File: config.mk
export PLATFORM = sky130hd
export DESIGN_NAME = joystick_drive_ramp_controller
export DESIGN_NICKNAME = d
export VERILOG_FILES = /design/src/hw/rtl/jdrc_pkg.sv /design/src/hw/rtl/jdrc_queue.sv /design/src/hw/rtl/jdrc_front.sv /design/src/hw/rtl/jdrc_back.sv /design/src/hw/rtl/joystick_drive_ramp_controller.sv
export VERILOG_INCLUDE_DIRS = /design/src /design/src/hw/rtl
export SDC_FILE = /design/constraint.sdc
export NUM_CORES = 2
export LEC_CHECK = 0
export ABC_AREA = 1
export BUFFER_PORTS_ARGS = -buffer_cell sky130_fd_sc_hd__buf_2
export CORE_UTILIZATION = 55
export DETAILED_ROUTE_END_ITERATION = 7
export PLACE_DENSITY = 0.83
export SYNTH_ARGS = -nofsm -noshare
export SYNTH_HDL_FRONTEND = slang
export SYNTH_SLANG_ARGS = --single-unit
File: constraint.sdc
create_clock -name clock -period 8.8 [get_ports clock]
set_input_delay 0.88 -clock clock [delete_from_list [all_inputs] [get_ports clock]]
set_output_delay 0.88 -clock clock [all_outputs]
set_load 0.01 [all_outputs]
File: src/hw/rtl/joystick_drive_ramp_controller_assert.svh
// ----------------------------------------------------------------------------
// joystick_drive_ramp_controller_assert.svh
// Assertion macros for the drive ramp controller; define NO_ASSERTIONS to drop them.
// ----------------------------------------------------------------------------
`ifndef JOYSTICK_DRIVE_RAMP_CONTROLLER_ASSERT_SVH
`define JOYSTICK_DRIVE_RAMP_CONTROLLER_ASSERT_SVH

`ifndef NO_ASSERTIONS

// Same-cycle implication
`define JDRC_ASSERT_IMPLY(label, clk, rst, ante, cons, msg) \
   label: assert property (@(posedge clk) disable iff (rst) (ante) |-> (cons)) \
      else $error(msg);

// Next-cycle implication
`define JDRC_ASSERT_NEXT(label, clk, rst, ante, cons, msg) \
   label: assert property (@(posedge clk) disable iff (rst) (ante) |=> (cons)) \
      else $error(msg);

`else

`define JDRC_ASSERT_IMPLY(label, clk, rst, ante, cons, msg)

`define JDRC_ASSERT_NEXT(label, clk, rst, ante, cons, msg)

`endif

`endif

File: src/hw/rtl/jdrc_pkg.sv
// ----------------------------------------------------------------------------
// jdrc_pkg
// Shared types, codes and constants of the joystick drive ramp controller.
// ----------------------------------------------------------------------------
package jdrc_pkg;

   // Fraction bits of the fixed-point scaling
   localparam int FRAC_BITS = 15;

   // Queue between front and back
   localparam int QDEPTH = 4;
   localparam int QPTR_W = $clog2(QDEPTH);
   localparam int QCNT_W = $clog2(QDEPTH + 1);

   // Input commands
   localparam logic [1:0] CMD_TICK = 2'd0;
   localparam logic [1:0] CMD_JOY  = 2'd1;
   localparam logic [1:0] CMD_BUMP = 2'd2;

   // Configuration register indexes
   localparam logic [2:0] REG_DEADZONE   = 3'd0;
   localparam logic [2:0] REG_ACCEL      = 3'd1;
   localparam logic [2:0] REG_DECEL      = 3'd2;
   localparam logic [2:0] REG_ANG_GAIN   = 3'd3;
   localparam logic [2:0] REG_SPEED_UNIT = 3'd4;
   localparam logic [2:0] REG_LEVELS_MAX = 3'd5;

   // Configuration reset values
   localparam logic [14:0] RST_DEADZONE   = 15'd4915;
   localparam logic [14:0] RST_ACCEL      = 15'd328;
   localparam logic [14:0] RST_DECEL      = 15'd328;
   localparam logic [15:0] RST_ANG_GAIN   = 16'd49152;
   localparam logic [14:0] RST_SPEED_UNIT = 15'd1638;
   localparam logic [3:0]  RST_LEVELS_MAX = 4'd10;

   // Goal code for cancel
   localparam logic [3:0] GOAL_CANCEL = 4'd8;

   // Result kinds
   typedef enum logic [1:0] {
      KIND_VEL  = 2'd0,
      KIND_GOAL = 2'd1,
      KIND_HORN = 2'd2
   } kind_type;

   // Back end sequencer states
   typedef enum logic [1:0] {
      B_IDLE,
      B_UNIT,
      B_LIN,
      B_OUT
   } back_state_type;

   // Configuration register file
   typedef struct packed {
      logic [14:0] deadzone;
      logic [14:0] accel_step;
      logic [14:0] decel_step;
      logic [15:0] angular_gain;
      logic [14:0] speed_unit;
      logic [3:0]  speed_levels_max;
   } cfg_type;

   // One result to be carried out by the back end
   typedef struct packed {
      kind_type           kind;
      logic [3:0]         goal;
      logic               last;
      logic signed [15:0] speed;
      logic [3:0]         level;
      logic signed [15:0] turn;
   } desc_type;

   // Queue status
   typedef struct packed {
      logic full;
      logic empty;
   } qstat_type;

endpackage

File: src/hw/rtl/jdrc_queue.sv
// ----------------------------------------------------------------------------
// jdrc_queue
// Small FIFO of result descriptors between the front and the back end.
// ----------------------------------------------------------------------------
module jdrc_queue
   import jdrc_pkg::*;
(
   input  logic      clock,
   input  logic      reset,
   input  logic      push,
   input  desc_type  push_desc,
   input  logic      pop,
   output desc_type  head_desc,
   output qstat_type stat
);

   desc_type             mem_ff [QDEPTH];
   logic [QPTR_W-1:0]    wr_ff, wr_in;
   logic [QPTR_W-1:0]    rd_ff, rd_in;
   logic [QCNT_W-1:0]    cnt_ff, cnt_in;

   // Advance pointers and count
   always_comb begin
      wr_in  = push ? QPTR_W'(wr_ff + 1'b1) : wr_ff;
      rd_in  = pop ? QPTR_W'(rd_ff + 1'b1) : rd_ff;
      cnt_in = cnt_ff;
      if (push && !pop) begin
         cnt_in = QCNT_W'(cnt_ff + 1'b1);
      end else if (!push && pop) begin
         cnt_in = QCNT_W'(cnt_ff - 1'b1);
      end
   end

   always_ff @(posedge clock) begin
      if (reset) begin
         wr_ff  <= '0;
         rd_ff  <= '0;
         cnt_ff <= '0;
      end else begin
         wr_ff  <= wr_in;
         rd_ff  <= rd_in;
         cnt_ff <= cnt_in;
      end
   end

   // Store pushed descriptor
   always_ff @(posedge clock) begin
      if (push) begin
         mem_ff[wr_ff] <= push_desc;
      end
   end

   assign head_desc  = mem_ff[rd_ff];
   assign stat.full  = (cnt_ff == QCNT_W'(QDEPTH));
   assign stat.empty = (cnt_ff == '0);

endmodule

File: src/hw/rtl/jdrc_front.sv
// ----------------------------------------------------------------------------
// jdrc_front
// Accepts items, updates drive state and issues one descriptor per result.
// ----------------------------------------------------------------------------
module jdrc_front
   import jdrc_pkg::*;
(
   input  logic               clock,
   input  logic               reset,
   input  cfg_type            cfg,
   input  logic               req_valid,
   output logic               req_stall,
   input  logic [1:0]         req_command,
   input  logic signed [15:0] req_axis_x,
   input  logic signed [15:0] req_axis_y,
   input  logic [8:0]         req_buttons,
   input  logic               req_bumper_pressed,
   input  qstat_type          q_stat,
   output logic               q_push,
   output desc_type           q_desc
);

   // Drive state
   logic signed [15:0] cur_ff, cur_in;
   logic signed [15:0] ts_ff, ts_in;
   logic signed [15:0] tt_ff, tt_in;
   logic               run_ff, run_in;
   logic               latch_ff, latch_in;
   logic [5:0]         held_ff, held_in;
   logic [3:0]         lvl_ff, lvl_in;

   // Pending results of the item at work:
   // bit 0 velocity, 1 power cancel, 2 stick cancel, 3..6 goals A..Y, 7 horn
   logic [7:0]         pend_ff, pend_in;
   logic signed [15:0] snap_speed_ff, snap_speed_in;
   logic [3:0]         snap_level_ff, snap_level_in;
   logic signed [15:0] snap_turn_ff, snap_turn_in;
   logic               shift_ff, shift_in;

   logic               acc;
   logic signed [15:0] c_tick;
   logic               outside;
   logic [7:0]         oh;

   assign req_stall = |pend_ff;
   assign acc       = req_valid && !req_stall;

   // Ramp current speed one tick toward the target
   always_comb begin
      logic signed [17:0] c18, ts18, a18, d18, s18, r18;
      c18  = 18'(cur_ff);
      ts18 = 18'(ts_ff);
      a18  = $signed({3'b000, cfg.accel_step});
      d18  = $signed({3'b000, cfg.decel_step});
      r18  = c18;
      s18  = c18;
      if (ts_ff == '0) begin
         if (c18 > 18'sd0) begin
            r18 = (c18 <= d18) ? 18'sd0 : c18 - d18;
         end else if (c18 < 18'sd0) begin
            r18 = (c18 >= -d18) ? 18'sd0 : c18 + d18;
         end
      end else if (c18 < ts18) begin
         s18 = c18 + a18;
         r18 = (s18 > ts18) ? ts18 : s18;
      end else if (c18 > ts18) begin
         s18 = c18 - a18;
         r18 = (s18 < ts18) ? ts18 : s18;
      end
      c_tick = r18[15:0];
   end

   // Classify the stick against the deadzone
   always_comb begin
      logic signed [16:0] x17, y17, dz17;
      x17     = 17'(req_axis_x);
      y17     = 17'(req_axis_y);
      dz17    = $signed({2'b00, cfg.deadzone});
      outside = (x17 > dz17) || (x17 < -dz17) || (y17 > dz17) || (y17 < -dz17);
   end

   // Next drive state and pending results
   always_comb begin
      logic       power;
      logic       latch_mid;
      logic [3:0] lvl_mid;
      cur_in        = cur_ff;
      ts_in         = ts_ff;
      tt_in         = tt_ff;
      run_in        = run_ff;
      latch_in      = latch_ff;
      held_in       = held_ff;
      lvl_in        = lvl_ff;
      snap_speed_in = snap_speed_ff;
      snap_level_in = snap_level_ff;
      snap_turn_in  = snap_turn_ff;
      shift_in      = shift_ff;
      power         = req_buttons[8];
      latch_mid     = latch_ff || power;
      lvl_mid       = lvl_ff;
      pend_in       = q_push ? (pend_ff & ~oh) : pend_ff;
      if (acc) begin
         pend_in = '0;
         case (req_command)
            CMD_TICK: begin
               if (run_ff) begin
                  cur_in        = c_tick;
                  snap_speed_in = c_tick;
                  snap_level_in = lvl_ff;
                  snap_turn_in  = tt_ff;
                  pend_in[0]    = 1'b1;
                  if (c_tick == '0 && ts_ff == '0 && tt_ff == '0) begin
                     run_in = 1'b0;
                  end
               end
            end
            CMD_JOY: begin
               snap_speed_in = '0;
               snap_turn_in  = '0;
               snap_level_in = lvl_ff;
               shift_in      = req_buttons[5];
               if (power) begin
                  run_in     = 1'b0;
                  cur_in     = '0;
                  pend_in[0] = 1'b1;
                  pend_in[1] = 1'b1;
               end
               latch_in = latch_mid;
               if (outside && !latch_mid) begin
                  tt_in      = req_axis_x;
                  ts_in      = req_axis_y;
                  pend_in[2] = 1'b1;
                  run_in     = 1'b1;
               end
               if (!outside) begin
                  tt_in    = '0;
                  ts_in    = '0;
                  latch_in = 1'b0;
               end
               pend_in[6:3] = req_buttons[3:0] & ~held_ff[3:0];
               pend_in[7]   = req_buttons[4];
               // Step the speed level: back lowers, start raises
               if (req_buttons[6] && !held_ff[4] && lvl_mid > 4'd1) begin
                  lvl_mid = lvl_mid - 4'd1;
               end
               if (req_buttons[7] && !held_ff[5] && lvl_mid < cfg.speed_levels_max) begin
                  lvl_mid = lvl_mid + 4'd1;
               end
               lvl_in  = lvl_mid;
               held_in = {req_buttons[7:6], req_buttons[3:0]};
            end
            CMD_BUMP: begin
               if (req_bumper_pressed) begin
                  latch_in = 1'b1;
                  run_in   = 1'b0;
                  cur_in   = '0;
               end
            end
            default: begin
            end
         endcase
      end
   end

   // Pick the lowest pending result and build its descriptor
   always_comb begin
      oh          = pend_ff & (~pend_ff + 8'd1);
      q_push      = (|pend_ff) && !q_stat.full;
      q_desc      = '0;
      q_desc.last = ((pend_ff & ~oh) == '0);
      if (oh[0]) begin
         q_desc.kind  = KIND_VEL;
         q_desc.speed = snap_speed_ff;
         q_desc.level = snap_level_ff;
         q_desc.turn  = snap_turn_ff;
      end else if (oh[1] || oh[2]) begin
         q_desc.kind = KIND_GOAL;
         q_desc.goal = GOAL_CANCEL;
      end else if (oh[3]) begin
         q_desc.kind = KIND_GOAL;
         q_desc.goal = {1'b0, shift_ff, 2'd0};
      end else if (oh[4]) begin
         q_desc.kind = KIND_GOAL;
         q_desc.goal = {1'b0, shift_ff, 2'd1};
      end else if (oh[5]) begin
         q_desc.kind = KIND_GOAL;
         q_desc.goal = {1'b0, shift_ff, 2'd2};
      end else if (oh[6]) begin
         q_desc.kind = KIND_GOAL;
         q_desc.goal = {1'b0, shift_ff, 2'd3};
      end else begin
         q_desc.kind = KIND_HORN;
      end
   end

   // Control and state registers
   always_ff @(posedge clock) begin
      if (reset) begin
         cur_ff   <= '0;
         ts_ff    <= '0;
         tt_ff    <= '0;
         run_ff   <= 1'b1;
         latch_ff <= 1'b0;
         held_ff  <= '0;
         lvl_ff   <= RST_LEVELS_MAX;
         pend_ff  <= '0;
      end else begin
         cur_ff   <= cur_in;
         ts_ff    <= ts_in;
         tt_ff    <= tt_in;
         run_ff   <= run_in;
         latch_ff <= latch_in;
         held_ff  <= held_in;
         lvl_ff   <= lvl_in;
         pend_ff  <= pend_in;
      end
   end

   // Snapshot payload for the results of the item
   always_ff @(posedge clock) begin
      snap_speed_ff <= snap_speed_in;
      snap_level_ff <= snap_level_in;
      snap_turn_ff  <= snap_turn_in;
      shift_ff      <= shift_in;
   end

endmodule

File: src/hw/rtl/jdrc_back.sv
// ----------------------------------------------------------------------------
// jdrc_back
// Pops descriptors, scales velocity commands and drives the result register.
// ----------------------------------------------------------------------------
module jdrc_back
   import jdrc_pkg::*;
(
   input  logic               clock,
   input  logic               reset,
   input  cfg_type            cfg,
   input  qstat_type          q_stat,
   input  desc_type           q_head,
   output logic               q_pop,
   output logic               rsp_valid,
   input  logic               rsp_stall,
   output logic [1:0]         rsp_kind,
   output logic signed [15:0] rsp_linear_out,
   output logic signed [16:0] rsp_angular_out,
   output logic [3:0]         rsp_goal_code,
   output logic               rsp_last
);

   localparam logic [35:0]        HALF    = 36'(1) << (FRAC_BITS - 1);
   localparam logic signed [35:0] LIN_MAX = 36'sd32767;
   localparam logic signed [35:0] LIN_MIN = -36'sd32768;
   localparam logic signed [35:0] ANG_MAX = 36'sd65535;
   localparam logic signed [35:0] ANG_MIN = -36'sd65536;

   back_state_type     st_ff, st_in;
   desc_type           d_ff, d_in;
   logic [18:0]        unit_ff, unit_in;
   logic signed [32:0] angp_ff, angp_in;
   logic signed [35:0] linp_ff, linp_in;

   logic               valid_ff, valid_in;
   logic [1:0]         kind_ff, kind_in;
   logic signed [15:0] lin_ff, lin_in;
   logic signed [16:0] ang_ff, ang_in;
   logic [3:0]         goal_ff, goal_in;
   logic               last_ff, last_in;

   logic               out_free;
   logic               load_direct;
   logic               load_vel;

   // Round to nearest on the magnitude, ties away from zero
   function automatic logic signed [35:0] scale_round(input logic signed [35:0] p);
      logic [35:0] mag;
      logic [35:0] rm;
      mag         = p[35] ? 36'(-p) : 36'(p);
      rm          = (mag + HALF) >> FRAC_BITS;
      scale_round = p[35] ? -$signed(rm) : $signed(rm);
   endfunction

   assign out_free = !valid_ff || !rsp_stall;

   // Next state
   always_comb begin
      st_in = st_ff;
      case (st_ff)
         B_IDLE: begin
            if (!q_stat.empty && out_free && q_head.kind == KIND_VEL) begin
               st_in = B_UNIT;
            end
         end
         B_UNIT: st_in = B_LIN;
         B_LIN:  st_in = B_OUT;
         B_OUT: begin
            if (out_free) begin
               st_in = B_IDLE;
            end
         end
         default: st_in = B_IDLE;
      endcase
   end

   // Sequencer outputs
   always_comb begin
      q_pop       = 1'b0;
      load_direct = 1'b0;
      load_vel    = 1'b0;
      case (st_ff)
         B_IDLE: begin
            q_pop       = !q_stat.empty && out_free;
            load_direct = q_pop && (q_head.kind != KIND_VEL);
         end
         B_OUT: begin
            load_vel = out_free;
         end
         default: begin
         end
      endcase
   end

   // Multiply datapath: unit and turn first, then linear
   always_comb begin
      d_in    = q_pop ? q_head : d_ff;
      unit_in = 19'(d_ff.level) * 19'(cfg.speed_unit);
      angp_in = 33'(d_ff.turn) * 33'($signed({1'b0, cfg.angular_gain}));
      linp_in = 36'(d_ff.speed) * 36'($signed({1'b0, unit_ff}));
   end

   // Result register
   always_comb begin
      logic signed [35:0] lr;
      logic signed [35:0] ar;
      lr       = scale_round(linp_ff);
      ar       = scale_round(36'(angp_ff));
      valid_in = out_free ? 1'b0 : valid_ff;
      kind_in  = kind_ff;
      lin_in   = lin_ff;
      ang_in   = ang_ff;
      goal_in  = goal_ff;
      last_in  = last_ff;
      if (load_direct) begin
         valid_in = 1'b1;
         kind_in  = q_head.kind;
         lin_in   = '0;
         ang_in   = '0;
         goal_in  = q_head.goal;
         last_in  = q_head.last;
      end else if (load_vel) begin
         valid_in = 1'b1;
         kind_in  = KIND_VEL;
         goal_in  = '0;
         last_in  = d_ff.last;
         if (lr > LIN_MAX) begin
            lin_in = 16'sh7FFF;
         end else if (lr < LIN_MIN) begin
            lin_in = 16'sh8000;
         end else begin
            lin_in = lr[15:0];
         end
         if (ar > ANG_MAX) begin
            ang_in = 17'sh0FFFF;
         end else if (ar < ANG_MIN) begin
            ang_in = 17'sh10000;
         end else begin
            ang_in = ar[16:0];
         end
      end
   end

   always_ff @(posedge clock) begin
      if (reset) begin
         st_ff    <= B_IDLE;
         valid_ff <= 1'b0;
      end else begin
         st_ff    <= st_in;
         valid_ff <= valid_in;
      end
   end

   // Payload registers
   always_ff @(posedge clock) begin
      d_ff    <= d_in;
      unit_ff <= unit_in;
      angp_ff <= angp_in;
      linp_ff <= linp_in;
      kind_ff <= kind_in;
      lin_ff  <= lin_in;
      ang_ff  <= ang_in;
      goal_ff <= goal_in;
      last_ff <= last_in;
   end

   assign rsp_valid       = valid_ff;
   assign rsp_kind        = kind_ff;
   assign rsp_linear_out  = lin_ff;
   assign rsp_angular_out = ang_ff;
   assign rsp_goal_code   = goal_ff;
   assign rsp_last        = last_ff;

endmodule

File: src/hw/rtl/joystick_drive_ramp_controller.sv
// Result path: a goal or horn result goes from the queue head into the result register;
//   a velocity result first passes the back end's unit, linear and rounding steps.
// Flow: the front takes no new item until all results of the last are queued; the back
//   pops nothing while a velocity result is in work or the output stalls (4-entry queue).
// Reset: synchronous, active high; control and configuration registers are reset.
// ----------------------------------------------------------------------------
// joystick_drive_ramp_controller
// Teleoperation drive controller with stick deadzone and speed slew limiting.
// ----------------------------------------------------------------------------
`include "joystick_drive_ramp_controller_assert.svh"

module joystick_drive_ramp_controller
   import jdrc_pkg::*;
(
   input  logic               clock,
   input  logic               reset,
   // Configuration port
   input  logic               csr_we,
   input  logic [2:0]         csr_index,
   input  logic [15:0]        csr_wdata,
   // Input channel
   input  logic               req_valid,
   output logic               req_stall,
   input  logic [1:0]         req_command,
   input  logic signed [15:0] req_axis_x,
   input  logic signed [15:0] req_axis_y,
   input  logic [8:0]         req_buttons,
   input  logic               req_bumper_pressed,
   // Result channel
   output logic               rsp_valid,
   input  logic               rsp_stall,
   output logic [1:0]         rsp_kind,
   output logic signed [15:0] rsp_linear_out,
   output logic signed [16:0] rsp_angular_out,
   output logic [3:0]         rsp_goal_code,
   output logic               rsp_last
);

   cfg_type   cfg_ff, cfg_in;
   qstat_type q_stat;
   logic      q_push;
   logic      q_pop;
   desc_type  q_desc;
   desc_type  q_head;

   // Write configuration registers
   always_comb begin
      cfg_in = cfg_ff;
      if (csr_we) begin
         case (csr_index)
            REG_DEADZONE:   cfg_in.deadzone         = csr_wdata[14:0];
            REG_ACCEL:      cfg_in.accel_step       = csr_wdata[14:0];
            REG_DECEL:      cfg_in.decel_step       = csr_wdata[14:0];
            REG_ANG_GAIN:   cfg_in.angular_gain     = csr_wdata;
            REG_SPEED_UNIT: cfg_in.speed_unit       = csr_wdata[14:0];
            REG_LEVELS_MAX: cfg_in.speed_levels_max = csr_wdata[3:0];
            default: begin
            end
         endcase
      end
   end

   always_ff @(posedge clock) begin
      if (reset) begin
         cfg_ff.deadzone         <= RST_DEADZONE;
         cfg_ff.accel_step       <= RST_ACCEL;
         cfg_ff.decel_step       <= RST_DECEL;
         cfg_ff.angular_gain     <= RST_ANG_GAIN;
         cfg_ff.speed_unit       <= RST_SPEED_UNIT;
         cfg_ff.speed_levels_max <= RST_LEVELS_MAX;
      end else begin
         cfg_ff <= cfg_in;
      end
   end

   jdrc_front u_front (
      .clock              (clock),
      .reset              (reset),
      .cfg                (cfg_ff),
      .req_valid          (req_valid),
      .req_stall          (req_stall),
      .req_command        (req_command),
      .req_axis_x         (req_axis_x),
      .req_axis_y         (req_axis_y),
      .req_buttons        (req_buttons),
      .req_bumper_pressed (req_bumper_pressed),
      .q_stat             (q_stat),
      .q_push             (q_push),
      .q_desc             (q_desc)
   );

   jdrc_queue u_queue (
      .clock     (clock),
      .reset     (reset),
      .push      (q_push),
      .push_desc (q_desc),
      .pop       (q_pop),
      .head_desc (q_head),
      .stat      (q_stat)
   );

   jdrc_back u_back (
      .clock           (clock),
      .reset           (reset),
      .cfg             (cfg_ff),
      .q_stat          (q_stat),
      .q_head          (q_head),
      .q_pop           (q_pop),
      .rsp_valid       (rsp_valid),
      .rsp_stall       (rsp_stall),
      .rsp_kind        (rsp_kind),
      .rsp_linear_out  (rsp_linear_out),
      .rsp_angular_out (rsp_angular_out),
      .rsp_goal_code   (rsp_goal_code),
      .rsp_last        (rsp_last)
   );

   // Queue discipline and result sanity
   `JDRC_ASSERT_IMPLY(a_push_room, clock, reset, q_push, !q_stat.full, "push into full queue")
   `JDRC_ASSERT_IMPLY(a_pop_data, clock, reset, q_pop, !q_stat.empty, "pop from empty queue")
   `JDRC_ASSERT_NEXT(a_push_held, clock, reset, q_push, !q_stat.empty, "pushed entry lost")
   `JDRC_ASSERT_IMPLY(a_vel_goal, clock, reset, rsp_valid && (rsp_kind == KIND_VEL), rsp_goal_code == 4'd0, "velocity result with goal code")

endmodule
==> results_tabular.tex <==
\begin{tabular}{lr}
\hline
Metric & Value \\
\hline
\multicolumn{2}{l}{\textbf{STA}} \\
Total count of hold-check failures in the final report & 0 \\
Clock skew & 0.0318 ns \\
Final Cycle Share & 0.796 \\
Relative slew slack & 0.168 \\
RSZ-0062 raised after global routing & no \\
Post-Route Setup TNS & 0 ns \\
Maximum clock frequency & 0.143 GHz \\
Worst-Margin Slew & 1.24 ns \\
Final setup violation count & 0 \\
Final count of pins violating max slew & 0 \\
Minimum period implied by the final worst setup slack & 7.00 ns \\
\multicolumn{2}{l}{\textbf{Global routing}} \\
GRT overflow & 0 \\
Initial antenna violation count & 7 \\
GRT Total Usage & 0.292 \\
Number of global-route vias before repair & 42.0k \\
First-pass GRT wire length & 220000 µm \\
Maximum number of pins on one net before global-route repair & 87 \\
\multicolumn{2}{l}{\textbf{Clocking}} \\
Number of clock buffers inserted by TritonCTS & 58 \\
Number of sinks driven by the clock tree & 534 \\
Clock Root Buffer & sky130\_fd\_sc\_hd\_\_clkbuf\_16 \\
Maximum level of the CTS H-tree & 2 \\
TritonCTS clock tree & done \\
Max clock buf depth & 3 \\
Clock insertion delay at the later pin of the skew report & 0.66 ns \\
Total of hold buffers inserted after clock tree synthesis & 0 \\
Number of cells upsized or downsized after cts & 0 \\
Clock transition time at the flip-flop clock pins of the worst setup and hold paths & 0.06 ns \\
Post-CTS Setup Inserts & 0 \\
\multicolumn{2}{l}{\textbf{Placed design}} \\
Total half-perimeter wirelength after legalization and detailed placement & 105000 µm \\
Final weighted congestion of routability-driven global placement & 1.03 \\
Placed instance count & 7537 \\
Count of input and output buffers & 109 \\
\multicolumn{2}{l}{\textbf{Route}} \\
Top routing layer in use & met5 \\
Length of routed wiring on met1 & 57000 µm \\
Post-DR vias/cell & 5.48 \\
Met2 Wirelength & 63200 µm \\
Number of DRC violations after detailed-routing iteration 0 & 3718 \\
Number of remaining DRC errors & 0 \\
Routed length per instance & 17.7 µm \\
DRT Pass-1 Iters & 6 \\
Vias after detailed routing & 41.9k \\
Detailed route wirelength on metal3 & 11100 µm \\
Post-route antenna net violation count & 0 \\
Total detailed-routing wirelength & 136000 µm \\
\multicolumn{2}{l}{\textbf{Synth}} \\
Register bit count reported by yosys & 534 \\
Cell Area, Synth & 50900 µm² \\
Net count after synthesis & 7463 \\
Share of synthesized area occupied by flip-flops and latches & 0.260 \\
Number of flops mapped to enable cells by yosys & 253 \\
Synth cell types & 64 \\
Post-synthesis async set-or-reset flop share & 0 \\
Warnings, synthesis & 0 \\
Average size of a mapped cell & 7.90 µm² \\
Primary flip-flop cell chosen by synthesis mapping & sky130\_fd\_sc\_hd\_\_dfxtp\_1 \\
Synth Instances & 6448 \\
\multicolumn{2}{l}{\textbf{Setup path}} \\
Arrival time of data at the critical path endpoint & 7.56 ns \\
Maximum fanout along the worst path & 17 \\
Worst path required time & 9.35 ns \\
Crit Path Class & flip-flop to flip-flop \\
Kind of capture point of the worst setup path & flip-flop \\
Depth of the worst register-to-register path & 22 \\
Kind of start point of the critical path & flip-flop \\
\multicolumn{2}{l}{\textbf{Cells and area}} \\
Final Non-Filler Cells & 7648 \\
Layout fillers & 8001 \\
Final nets & 7426 \\
Fraction of final layout cells with drive strength greater than 1 & 0.0633 \\
Most common library cell in the layout ignoring fill and taps & sky130\_fd\_sc\_hd\_\_nand2\_1 \\
Commonest cells after routing, fill and taps aside & 1469 x sky130\_fd\_sc\_hd\_\_nand2\_1, 1258 x sky130\_fd\_sc\_hd\_\_inv\_1, 486 x sky130\_fd\_sc\_hd\_\_ha\_1 \\
Area growth from synthesis to layout & 6.64\% \\
\multicolumn{2}{l}{\textbf{Floorplan}} \\
Y dimension of the die & 306 µm \\
Die area & 93800 µm² \\
Top Ports & 110 \\
Floorplan core area & 91700 µm² \\
X dimension of the die & 306 µm \\
Initial cell density of the core & 0.555 \\
Number of placement rows & 111 \\
\multicolumn{2}{l}{\textbf{Worst hold path}} \\
Type of the most critical hold path & input port to flip-flop \\
Cell depth of the worst min-delay path & 1 \\
\multicolumn{2}{l}{\textbf{Job}} \\
Max-capacitance violation count & 0 \\
\multicolumn{2}{l}{\textbf{Outcome}} \\
Status & finished, final reports clean \\
\hline
\end{tabular}
critical path, cell delays in order (launching register included):
cell	delay [ns]
sky130_fd_sc_hd__dfxtp_1	0.76
sky130_fd_sc_hd__nand2_1	0.18
sky130_fd_sc_hd__fa_1	0.57
sky130_fd_sc_hd__inv_1	0.06
sky130_fd_sc_hd__fa_1	0.54
sky130_fd_sc_hd__inv_1	0.06
sky130_fd_sc_hd__fa_1	0.47
sky130_fd_sc_hd__fa_1	0.50
sky130_fd_sc_hd__inv_1	0.06
sky130_fd_sc_hd__fa_1	0.50
sky130_fd_sc_hd__fa_1	0.49
sky130_fd_sc_hd__ha_1	0.37
sky130_fd_sc_hd__nand2_1	0.09
sky130_fd_sc_hd__o21ai_0	0.17
sky130_fd_sc_hd__a21oi_1	0.09
sky130_fd_sc_hd__o21ai_0	0.45
sky130_fd_sc_hd__a21oi_1	0.22
sky130_fd_sc_hd__o21ai_0	0.32
sky130_fd_sc_hd__a21boi_0	0.22
sky130_fd_sc_hd__o21bai_1	0.24
sky130_fd_sc_hd__a31oi_1	0.17
sky130_fd_sc_hd__o21ai_0	0.22
sky130_fd_sc_hd__xor2_1	0.18
kinds of logic (layout without fill, tap and decap cells):
family | count (synthesis) | after routing | share of synthesized area
and+or+nand+nor | 2380 | 2380 | 0.197
buffers and inverters | 1513 | 1524 | 0.112
adders and majority gates | 947 | 947 | 0.301
AOI/OAI and AO/OA | 878 | 878 | 0.0962
DFF | 534 | 534 | 0.260
xor gates and xnor gates | 195 | 195 | 0.0338
muxes | 1 | 1 | 0.000221
other | 0 | 3 | 0
metal layers:
| layer | vias to the layer above | global-route usage |
|---|---|---|
| li1 | 20100 | - |
| met1 | 19900 | 0.387 |
| met2 | 1646 | 0.486 |
| met3 | 273 | 0.0527 |
| met4 | 2 | 0.0930 |
| met5 | - | 0 |
final cells by class:
cell class,count,area [µm²],share of cell area
inverter,1274,4780,0.0881
antenna,3,7.51,0.000138
multi-input combinational,4401,32000,0.590
clock inverter,36,379,0.00698
timing repair buffer,142,793,0.0146
sequential,534,13200,0.244
clock buffer,72,1590,0.0294
tap,1186,1480,0.0273
sequential cells by signal, summed over array words and instances, names as in the netlist, 4 cells and up, named ones only:
name and count:
u_front.snap_level_ff 4, u_back.linp_ff 36, u_front.snap_turn_ff 16, u_back.rsp_linear_out 16
cfg_ff 80, u_front.ts_ff 16, u_front.held_ff 6, u_front.tt_ff 16
u_back.angp_ff 33, u_front.lvl_ff 4, u_back.d_ff 37, u_queue.mem_ff 172
u_back.rsp_angular_out 17, u_front.snap_speed_ff 16, u_back.rsp_goal_code 4, u_front.pend_ff 8
u_front.cur_ff 16, u_back.unit_ff 19
metrics by stage:
| step | worst slack, ns | hold slack, ns | cell area, µm² | util |
|---|---|---|---|---|
| after floorplan | 2.53 | 0.425 | 50900 | - |
| after global placement | 2.01 | 0.442 | 52300 | 0.571 |
| after detailed placement | 1.88 | 0.450 | 52300 | 0.571 |
| after CTS | 1.85 | 0.378 | 54300 | 0.592 |
| after global routing | 1.29 | 0.394 | 54300 | 0.592 |
| final | 1.80 | 0.408 | 54300 | 0.592 |
final timing paths:
path                        endpoint  slack, ns            from
setup reg to reg  u_back.angp_ff[32]       1.80      cfg_ff[24]
hold / removal      u_front.shift_ff       0.41  req_buttons[5]
hold reg to reg            cfg_ff[0]       0.46       cfg_ff[0]
setup / recovery  u_back.angp_ff[32]       1.80      cfg_ff[24]
cells in the mapped netlist, types with 16 or more instances:
master / n / area share
sky130_fd_sc_hd__o21bai_1: 16 / 0.0024
sky130_fd_sc_hd__o22ai_1: 39 / 0.0048
sky130_fd_sc_hd__xnor2_1: 33 / 0.0057
sky130_fd_sc_hd__ha_1: 486 / 0.12
sky130_fd_sc_hd__a21oi_1: 350 / 0.034
sky130_fd_sc_hd__nor2_1: 447 / 0.033
sky130_fd_sc_hd__inv_1: 1260 / 0.093
sky130_fd_sc_hd__a211oi_1: 16 / 0.0024
sky130_fd_sc_hd__nand3_1: 210 / 0.021
sky130_fd_sc_hd__nand4_1: 61 / 0.0075
sky130_fd_sc_hd__o21ai_0: 323 / 0.032
sky130_fd_sc_hd__nand2_2: 34 / 0.0042
sky130_fd_sc_hd__fa_1: 461 / 0.18
sky130_fd_sc_hd__nor4_1: 20 / 0.0025
sky130_fd_sc_hd__or2_2: 27 / 0.0033
sky130_fd_sc_hd__a31oi_1: 16 / 0.0020
sky130_fd_sc_hd__dfxtp_1: 281 / 0.11
sky130_fd_sc_hd__nor2_2: 18 / 0.0022
sky130_fd_sc_hd__clkbuf_1: 216 / 0.016
sky130_fd_sc_hd__nor3_1: 43 / 0.0042
sky130_fd_sc_hd__nand2_1: 1469 / 0.11
sky130_fd_sc_hd__edfxtp_1: 253 / 0.15
sky130_fd_sc_hd__o211ai_1: 38 / 0.0056
sky130_fd_sc_hd__a21oi_2: 21 / 0.0036
sky130_fd_sc_hd__xor2_1: 160 / 0.028
Power is left out: the tool's default activity adds up to more than one toggle a clock period on the data nets, which glitch-free logic cannot reach.
